--- src/hsup_pkg.sv ---
// Package: shared constants, command codes and helpers for the surface height block.
`timescale 1ns / 1ps
`default_nettype none
package hsup_pkg;
   localparam int VertexDepthDefault = 32;
   localparam int MaxPolygonsDefault = 256;

   typedef enum logic [1:0] {
      CMD_LOAD  = 2'd0,
      CMD_QUERY = 2'd1,
      CMD_POLY  = 2'd2,
      CMD_NONE  = 2'd3
   } cmd_type;

   localparam logic [31:0] HEIGHT_NONE = 32'h8000_0000;
   localparam int SKIP_BIT = 29;
   localparam int TRI_BIT  = 20;

   // 10-bit signed normal component, sign extended and scaled by 8
   function automatic logic [31:0] norm8(input logic [9:0] v);
      norm8 = {{19{v[9]}}, v, 3'b000};
   endfunction
endpackage
`default_nettype wire

--- src/hsup_divider.sv ---
// Divider: radix-2 signed 32-bit divide truncating toward zero.
`timescale 1ns / 1ps
`default_nettype none
module hsup_divider (
   input  wire logic        clock,
   input  wire logic        reset,
   input  wire logic        start,
   input  wire logic [31:0] dividend,
   input  wire logic [31:0] divisor,
   output logic             done,
   output logic [31:0]      quotient
);
   logic [31:0] rem_ff, rem_in, quo_ff, quo_in, dvs_ff, dvs_in;
   logic [5:0]  cnt_ff, cnt_in;
   logic        neg_ff, neg_in, busy_ff, busy_in, done_ff, done_in;
   logic [32:0] trial;
   logic [31:0] shifted;

   // one quotient bit a cycle, restoring form on magnitudes
   always_comb begin
      rem_in = rem_ff;
      quo_in = quo_ff;
      dvs_in = dvs_ff;
      cnt_in = cnt_ff;
      neg_in = neg_ff;
      busy_in = busy_ff;
      done_in = 1'b0;
      shifted = {rem_ff[30:0], quo_ff[31]};
      trial = {1'b0, shifted} - {1'b0, dvs_ff};
      if (start) begin
         rem_in = '0;
         quo_in = dividend[31] ? (~dividend + 32'd1) : dividend;
         dvs_in = divisor[31] ? (~divisor + 32'd1) : divisor;
         neg_in = dividend[31] ^ divisor[31];
         cnt_in = 6'd32;
         busy_in = 1'b1;
      end else if (busy_ff) begin
         quo_in = {quo_ff[30:0], ~trial[32]};
         rem_in = trial[32] ? shifted : trial[31:0];
         cnt_in = cnt_ff - 6'd1;
         if (cnt_ff == 6'd1) begin
            busy_in = 1'b0;
            done_in = 1'b1;
         end
      end
   end

   always_ff @(posedge clock) begin
      rem_ff <= rem_in;
      quo_ff <= quo_in;
      dvs_ff <= dvs_in;
      neg_ff <= neg_in;
      cnt_ff <= cnt_in;
      if (reset) begin
         busy_ff <= 1'b0;
         done_ff <= 1'b0;
      end else begin
         busy_ff <= busy_in;
         done_ff <= done_in;
      end
   end

   assign done = done_ff;
   assign quotient = neg_ff ? (~quo_ff + 32'd1) : quo_ff;
endmodule
`default_nettype wire

--- src/highest_surface_under_point.sv ---
// Top level: vertex memory, shared multiplier sequencer and running maximum.
// A load or query request is handled in the idle state itself. A polygon request reads
// its four vertex slots from the vertex memory, each through a read state and a capture
// state, then runs up to eight products on one shared 32x32 multiplier and a radix-2
// divide. A skipped polygon goes straight to the done state, one that is rejected or has
// a zero vertical normal leaves the products early, and one that reaches the divide waits
// for it. A last polygon's result is staged before it moves into the output register, and
// no request is taken while it is staged; the next request is taken while the result waits
// in the output register. There is no clearing pass after reset.
`timescale 1ns / 1ps
`default_nettype none
module highest_surface_under_point #(
   parameter int VERTEX_DEPTH = hsup_pkg::VertexDepthDefault,
   parameter int MAX_POLYGONS = hsup_pkg::MaxPolygonsDefault
) (
   input  wire logic clock,
   input  wire logic reset,
   input  wire logic req_valid,
   output logic      req_ready,
   input  wire logic [1:0]  req_cmd,
   input  wire logic [4:0]  req_vertex_index,
   input  wire logic signed [31:0] req_coord_x,
   input  wire logic signed [15:0] req_coord_y,
   input  wire logic signed [31:0] req_coord_z,
   input  wire logic [31:0] req_polygon_indices,
   input  wire logic [29:0] req_normal_word,
   input  wire logic        req_last_polygon,
   output logic             rsp_valid,
   input  wire logic        rsp_ready,
   output logic signed [31:0] rsp_best_height,
   output logic             rsp_found,
   output logic [7:0]       rsp_best_position
);
   localparam int AW = (VERTEX_DEPTH > 1) ? $clog2(VERTEX_DEPTH) : 1;
   localparam int CAP_I = (MAX_POLYGONS - 1 < 255) ? MAX_POLYGONS - 1 : 255;
   localparam logic [7:0] CAP = 8'(CAP_I);

   typedef enum logic [3:0] {
      S_IDLE, S_RD, S_CAP, S_O1A, S_O1B, S_DEC, S_O2A, S_O2B, S_O3A, S_O3B,
      S_NA, S_NB, S_DIV, S_WAIT, S_DONE
   } state_type;

   state_type   state_ff;
   logic [47:0] mem [VERTEX_DEPTH];
   logic [47:0] rd_ff;
   logic [AW-1:0] rd_addr;
   logic [2:0]  vi_ff;
   logic [15:0] vx_ff [4];
   logic [15:0] vz_ff [4];
   logic [15:0] vy1_ff;
   logic [3:0]  vok_ff;
   logic        vok_rd_ff;
   logic [31:0] qx_ff, qz_ff, best_ff, acc_ff, prod_ff;
   logic [7:0]  pos_ff, ord_ff;
   logic        fnd_ff;
   logic [31:0] ind_ff;
   logic [29:0] nrm_ff;
   logic        last_ff, swap_ff;
   logic        ov_ff;
   logic [31:0] ov_h;
   logic        ov_f;
   logic [7:0]  ov_p;
   logic [31:0] ma, mb;
   logic        div_start, div_done;
   logic [31:0] quo, num, hgt;
   logic [4:0]  vsel;
   logic [31:0] ax, az, bx, bz, cx, cz, v1x, v1z;
   logic [1:0]  sa, sb, sc;
   logic [31:0] ny;

   function automatic logic [31:0] sx(input logic [15:0] v);
      sx = {{16{v[15]}}, v};
   endfunction

   assign sa = swap_ff ? 2'd2 : 2'd1;
   assign sb = swap_ff ? 2'd1 : 2'd2;
   assign sc = swap_ff ? 2'd3 : 2'd0;
   assign v1x = sx(vok_ff[1] ? vx_ff[1] : 16'd0);
   assign v1z = sx(vok_ff[1] ? vz_ff[1] : 16'd0);
   assign ny  = hsup_pkg::norm8(nrm_ff[19:10]);
   assign num = acc_ff + prod_ff;
   assign hgt = quo + sx(vok_ff[1] ? vy1_ff : 16'd0);

   // vertex of a slot, zero when the slot is beyond depth
   function automatic logic [31:0] vc(input logic [15:0] v, input logic ok);
      vc = ok ? sx(v) : 32'd0;
   endfunction

   // operand pair selection for the shared multiplier
   always_comb begin
      ax = vc(vx_ff[sa], vok_ff[sa]);
      az = vc(vz_ff[sa], vok_ff[sa]);
      bx = vc(vx_ff[sb], vok_ff[sb]);
      bz = vc(vz_ff[sb], vok_ff[sb]);
      cx = vc(vx_ff[sc], vok_ff[sc]);
      cz = vc(vz_ff[sc], vok_ff[sc]);
      ma = '0;
      mb = '0;
      case (state_ff)
         S_O1A: begin ma = qx_ff - bx; mb = az - bz; end
         S_O1B: begin ma = qz_ff - bz; mb = ax - bx; end
         S_O2A: begin ma = qx_ff - cx; mb = az - cz; end
         S_O2B: begin ma = qz_ff - cz; mb = ax - cx; end
         S_O3A: begin ma = qx_ff - bx; mb = cz - bz; end
         S_O3B: begin ma = qz_ff - bz; mb = cx - bx; end
         S_NA:  begin ma = hsup_pkg::norm8(nrm_ff[9:0]); mb = v1x - qx_ff; end
         S_NB:  begin ma = hsup_pkg::norm8(nrm_ff[29:20]); mb = v1z - qz_ff; end
         default: begin ma = '0; mb = '0; end
      endcase
   end

   assign vsel = ind_ff[5*vi_ff[1:0] +: 5];
   assign rd_addr = vsel[AW-1:0];
   assign div_start = (state_ff == S_DIV);
   assign req_ready = (state_ff == S_IDLE) && !ov_ff;

   hsup_divider u_div (
      .clock(clock), .reset(reset), .start(div_start),
      .dividend(num), .divisor(ny), .done(div_done), .quotient(quo)
   );

   // vertex memory: one write and one read a cycle
   always_ff @(posedge clock) begin
      if (state_ff == S_IDLE && req_valid && !ov_ff &&
          req_cmd == hsup_pkg::CMD_LOAD && 32'(req_vertex_index) < VERTEX_DEPTH)
         mem[req_vertex_index[AW-1:0]] <=
            {req_coord_x[15:0], req_coord_y, req_coord_z[15:0]};
      rd_ff <= mem[rd_addr];
   end

   // sequencer and running state
   always_ff @(posedge clock) begin
      prod_ff <= ma * mb;
      if (reset) begin
         state_ff <= S_IDLE;
         qx_ff <= '0;
         qz_ff <= '0;
         best_ff <= hsup_pkg::HEIGHT_NONE;
         fnd_ff <= 1'b0;
         pos_ff <= '0;
         ord_ff <= '0;
         rsp_valid <= 1'b0;
         ov_ff <= 1'b0;
      end else begin
         // output register: load a waiting result, or drop one just taken
         if (ov_ff && (!rsp_valid || rsp_ready)) begin
            rsp_valid <= 1'b1;
            rsp_best_height <= ov_h;
            rsp_found <= ov_f;
            rsp_best_position <= ov_f ? ov_p : 8'd0;
            ov_ff <= 1'b0;
         end else if (rsp_valid && rsp_ready) begin
            rsp_valid <= 1'b0;
         end
         case (state_ff)
            S_IDLE: begin
               if (req_valid && req_ready) begin
                  ind_ff <= req_polygon_indices;
                  nrm_ff <= req_normal_word;
                  last_ff <= req_last_polygon;
                  vi_ff <= '0;
                  case (req_cmd)
                     hsup_pkg::CMD_QUERY: begin
                        qx_ff <= req_coord_x;
                        qz_ff <= req_coord_z;
                        best_ff <= hsup_pkg::HEIGHT_NONE;
                        fnd_ff <= 1'b0;
                        pos_ff <= '0;
                        ord_ff <= '0;
                     end
                     hsup_pkg::CMD_POLY:
                        state_ff <= req_polygon_indices[hsup_pkg::SKIP_BIT] ?
                                    S_DONE : S_RD;
                     default: state_ff <= S_IDLE;
                  endcase
               end
            end
            S_RD: begin
               vok_rd_ff <= 32'(vsel) < VERTEX_DEPTH;
               state_ff <= S_CAP;
            end
            S_CAP: begin
               vx_ff[vi_ff[1:0]] <= rd_ff[47:32];
               vz_ff[vi_ff[1:0]] <= rd_ff[15:0];
               vok_ff[vi_ff[1:0]] <= vok_rd_ff;
               if (vi_ff == 3'd1) vy1_ff <= rd_ff[31:16];
               swap_ff <= 1'b0;
               vi_ff <= vi_ff + 3'd1;
               state_ff <= (vi_ff == 3'd3) ? S_O1A : S_RD;
            end
            S_O1A: state_ff <= S_O1B;
            S_O1B: begin acc_ff <= prod_ff; state_ff <= S_DEC; end
            S_DEC: begin
               if ($signed(acc_ff - prod_ff) < 0) begin
                  if (ind_ff[hsup_pkg::TRI_BIT]) state_ff <= S_DONE;
                  else begin swap_ff <= 1'b1; state_ff <= S_O2A; end
               end else state_ff <= S_O2A;
            end
            S_O2A: state_ff <= S_O2B;
            S_O2B: begin acc_ff <= prod_ff; state_ff <= S_O3A; end
            S_O3A: begin
               state_ff <= ($signed(acc_ff - prod_ff) > 0) ? S_DONE : S_O3B;
            end
            S_O3B: begin acc_ff <= prod_ff; state_ff <= S_NA; end
            S_NA: begin
               if ($signed(acc_ff - prod_ff) > 0 || ny == 32'd0) state_ff <= S_DONE;
               else state_ff <= S_NB;
            end
            S_NB: begin acc_ff <= prod_ff; state_ff <= S_DIV; end
            S_DIV: state_ff <= S_WAIT;
            S_WAIT: begin
               if (div_done) begin
                  if ($signed(hgt) > $signed(best_ff)) begin
                     best_ff <= hgt;
                     fnd_ff <= 1'b1;
                     pos_ff <= ord_ff;
                  end
                  state_ff <= S_DONE;
               end
            end
            S_DONE: begin
               if (ord_ff < CAP) ord_ff <= ord_ff + 8'd1;
               if (last_ff) begin
                  ov_ff <= 1'b1;
                  ov_h <= best_ff;
                  ov_f <= fnd_ff;
                  ov_p <= pos_ff;
                  best_ff <= hsup_pkg::HEIGHT_NONE;
                  fnd_ff <= 1'b0;
                  pos_ff <= '0;
                  ord_ff <= '0;
               end
               state_ff <= S_IDLE;
            end
            default: state_ff <= S_IDLE;
         endcase
      end
   end
endmodule
`default_nettype wire

--- config.mk ---
export PLATFORM = sky130hd
export DESIGN_NAME = highest_surface_under_point
export DESIGN_NICKNAME = d
export VERILOG_FILES = /design/src/hsup_pkg.sv /design/src/hsup_divider.sv /design/src/highest_surface_under_point.sv
export SDC_FILE = /design/constraint.sdc
export NUM_CORES = 2
export LEC_CHECK = 0
export ABC_AREA = 1
export ABC_CLOCK_PERIOD_IN_PS = 9200
export BUFFER_PORTS_ARGS = -buffer_cell sky130_fd_sc_hd__buf_2
export CAP_MARGIN = 20
export CORE_MARGIN = 1.5
export CORE_UTILIZATION = 25
export DETAILED_ROUTE_END_ITERATION = 12
export PLACE_DENSITY = 0.49
export RECOVER_POWER = 100
export SYNTH_ARGS = -nofsm -noshare
export SYNTH_HDL_FRONTEND = slang
export SYNTH_HIERARCHICAL = 1
export SYNTH_SLANG_ARGS = --single-unit
--- constraint.sdc ---
create_clock -name clock -period 9.2 [get_ports clock]
set_clock_uncertainty 0.2 [all_clocks]
set_input_delay 0.92 -clock clock [delete_from_list [all_inputs] [get_ports clock]]
set_output_delay 0.92 -clock clock [all_outputs]
set_load 0.02 [all_outputs]
==> run summary <==
status: finished with violations
violated checks: max-capacitance violations, max-slew violations, negative setup slack
ANT nets after route: 0
DP Wirelength: 290 mm
Synth Area in Adders: 11.8%
Post-Synthesis Cells: 12,900
largest family of logic cells by synthesized area: simple AND/OR/NAND/NOR gates
Fillers: 51,200
CP Capture Type: register
area of the core: 0.489 sq mm
Overflow after GRT: 0
area grow syn2layout: 22.0%
Net Sw Frac: 27.1%
count leader, synth: nand2_1
Final Worst Setup Slack: -0.591 ns
FF-to-FF End: prod_ff[31]
initial antenna violation count: 46
Initial Util: 25.1%
VDD IR-drop max: 0.000166 V
H-Tree Depth: 4
slowest stage delay, CP: 0.60 ns
Setup CP Type: register to register
GRT Total Usage: 16.6%
share of cells above drive strength 1: 14.4%
Placed Area: 0.141 sq mm
CTS tree: yes
drt initial violations: 7,714
Vias per Instance: 4.56
clk sinks: 2,157
buffer depth of the longest clock path: 4
Clk network pwr share: 40.3%
Die Area: 0.495 sq mm
PortBufs: 186
multi-input logic area: 0.0514 sq mm
Synth Warn #: 6
Hold Crit Depth: 3
vias: 95,100
max_cap viols: 11
DR DRC count: 0
Die W: 704 um
area fraction in compound gates after synthesis: 11.6%
crit path time final: 9.79 ns
Netlist Area Pre-Place: 0.123 sq mm
Req. time, crit path: 9.80 ns
Final Hold Fails: 0
hold path endpoint: qz_ff[30]
CP Data Arrival Time: 10.39 ns
HP Class: primary input to register
RD Place Congestion: 0.928
Num CTS Buffers: 240
wire per inst: 20.2 um
FF+latch area: 0.0624 sq mm
Slew Viols, Final: 316
post-synth top area share: 46.9%
Cell Int Power: 17,700 uW
post-synthesis simple-gate area fraction: 15.2%
worst-path maximum fanout: 14
leading area contributor after synthesis: edfxtp_1
Area contributors post-synth: edfxtp_1 (47%), fa_1 (6.9%), nand2_1 (6.8%), inv_1 (6.3%), ha_1 (4.9%)
clk root buf: clkbuf_16
flops & latches, synth: 2,157
Non-Filler Instances: 20,900
Combinational Power Share: 14.3%
r2r setup slk: -0.59 ns
Final Setup Violations: 10
I/O Pins: 197
first-pass GRT wire length: 615 mm
number of global-route vias before repair: 92,000
die height: 704 um
worst flop-to-flop path startpoint: swap_ff
Synth Area in XOR/XNOR: 1.60%
clk slew on worst S/H paths: 0.06 ns
asr flop ratio synth: 0%
Worst Tran Pin Value: 3.25 ns
Seq pwr share: 45.4%
Pwr Density: 162 mW/mm^2
largest net degree at the start of global routing: 181
period utilisation layout: 106%
Syn Area/Cell: 9.52 sq um
mux contribution to synthesized area: 0.844%
Slew HR: -116%
RSZ-0062 raised after global routing: yes
worst-skew pair later-pin latency: 0.96 ns
post-layout net count: 15,200
number of synthesized flops with an enable pin: 1,919
dpl ws: -1.01 ns
placed cells: 20,300
Routed WL: 421 mm
main flop type after synthesis: edfxtp_1
slowest CP cell: fa_1
CP startpoint kind: register
Synth top cells by count: nand2_1 (2,212), inv_1 (2,046), edfxtp_1 (1,919)
Pleak: 0.0625 uW
Yosys cell types: 73
most used cell, CP: inv_1
Hold Crit Start: req_coord_z[30]
Seq/Total Area, Yosys: 50.8%
Fmax achieved: 102 MHz
Final Cell Area: 0.150 sq mm
total iterations of the first detailed-routing run: 8
Net Switching: 6590 uW
worst r2r path cells: 44
num rows: 257
==> worst max-delay path: cells and delay by family, from the launching register on <==
family                   cells  cell delay [ns]
AND/OR/NAND/NOR              8             0.73
adder cells (fa/ha/maj)     11             4.94
buffers and inverters       15             1.44
AO/OA/AOI/OAI                8             1.27
flip-flops                   1             0.38
multiplexers                 1             0.34
XOR/XNOR                     1             0.33
==> per-layer routing <==
layer	share of wire, %	vias to the layer above	global-route usage, %	wire length, um
li1	-	46000	-	-
met1	45	46500	22.3	189000
met2	48	2143	28.4	202000
met3	4.7	462	1.86	20000
met4	2.6	18	4.07	11000
met5	0.024	-	0	103
==> logic make-up (layout without fill, tap and decap cells) <==
family                     after synthesis  in the layout
and+or+nand+nor                       4549           4549
buffers and inverters                 2604           4067
muxes                                   92             92
other                                    1             24
AOI/OAI and AO/OA                     2368           2368
adders and majority gates              903            903
xor gates and xnor gates               224            224
DFF                                   2157           2157
==> repair_timing <==
action                                  in CTS  in global routing
pin swaps                                    6                 14
endpoints found under the setup margin      13                 17
cloned                                       1                  0
hold buffers                                78                  0
buffers inserted                             2                  3
resized for setup                           64                 62
endpoints found under the hold margin       78                  0
==> cells in the final DEF, fill, tap and decap left out, types with 36 or more instances in the layout <==
master and instances:
nand2_1 2196, inv_1 2042, edfxtp_1 1919, nor2_1 1437, buf_4 1208, a21oi_1 821, o21ai_0 692, nand3_1 481
ha_1 475, fa_1 421, o311ai_0 336, clkbuf_16 244, dfxtp_1 238, xor2_1 165, clkbuf_1 154, mux2_2 92
a31oi_1 92, buf_2 90, dlygate4sd3_1 78, nor3_1 76, buf_12 60, o211ai_1 59, nand3b_1 59, nand4_1 59
xnor2_1 52, o21bai_1 49, and3_1 49, o32ai_1 48, a311oi_1 48, or2_2 43, nor2_4 43, clkinv_1 39
o21ai_1 36, clkinv_2 36
==> registers in the layout, summed over array words and instances, names as in the netlist, 48 cells and up <==
name	flops
vx_ff	64
rd_ff	48
mem	1536
vz_ff	64
==> through the flow <==
stage          TNS, ns  hold slack [ns]  power, uW  util, %
2_1_floorplan  -0.0130            0.186      13000        -
3_3_place_gp     -7.74            0.201      14700     28.7
3_5_place_dp     -8.52            0.206      14700     28.7
4_1_cts          -4.57         0.000889      24600     30.6
5_1_grt          -9.61           0.0778      25300     30.6
6_report         -4.08           0.0780      24300     30.6
==> how the worst max path moves through the flow <==
| stage | to | cells past startpoint | from | slack, ns |
|---|---|---|---|---|
| 2_1_floorplan | prod_ff[31] | 42 | state_ff[1] | -0.01 |
| 3_3_place_gp | prod_ff[31] | 48 | swap_ff | -0.97 |
| 3_5_place_dp | prod_ff[31] | 48 | swap_ff | -1.01 |
| 4_1_cts | prod_ff[31] | 43 | swap_ff | -0.62 |
| 5_1_grt | prod_ff[31] | 54 | swap_ff | -1.08 |
| 6_report | prod_ff[31] | 44 | swap_ff | -0.59 |
==> layout make-up <==
cell class                 instances  share of cell area [%]
multi-input combinational       8142                    34.3
inverter                        2070                    5.21
clock buffer                     324                    4.47
sequential                      2157                    41.6
clock inverter                   123                   0.878
tap                             6475                    5.41
antenna                           18                  0.0301
timing repair buffer            1550                    8.04
==> power by group through the flow <==
| stage | clock network [uW] | registers, uW | logic, uW |
|---|---|---|---|
| floorplan | 0 | 11100 | 1890 |
| global placement | 0 | 11200 | 3410 |
| detailed placement | 0 | 11200 | 3420 |
| CTS | 10100 | 11000 | 3470 |
| global route | 10400 | 11100 | 3840 |
| finish | 9810 | 11000 | 3470 |
No activity file was read; power rests on OpenSTA's default activity.
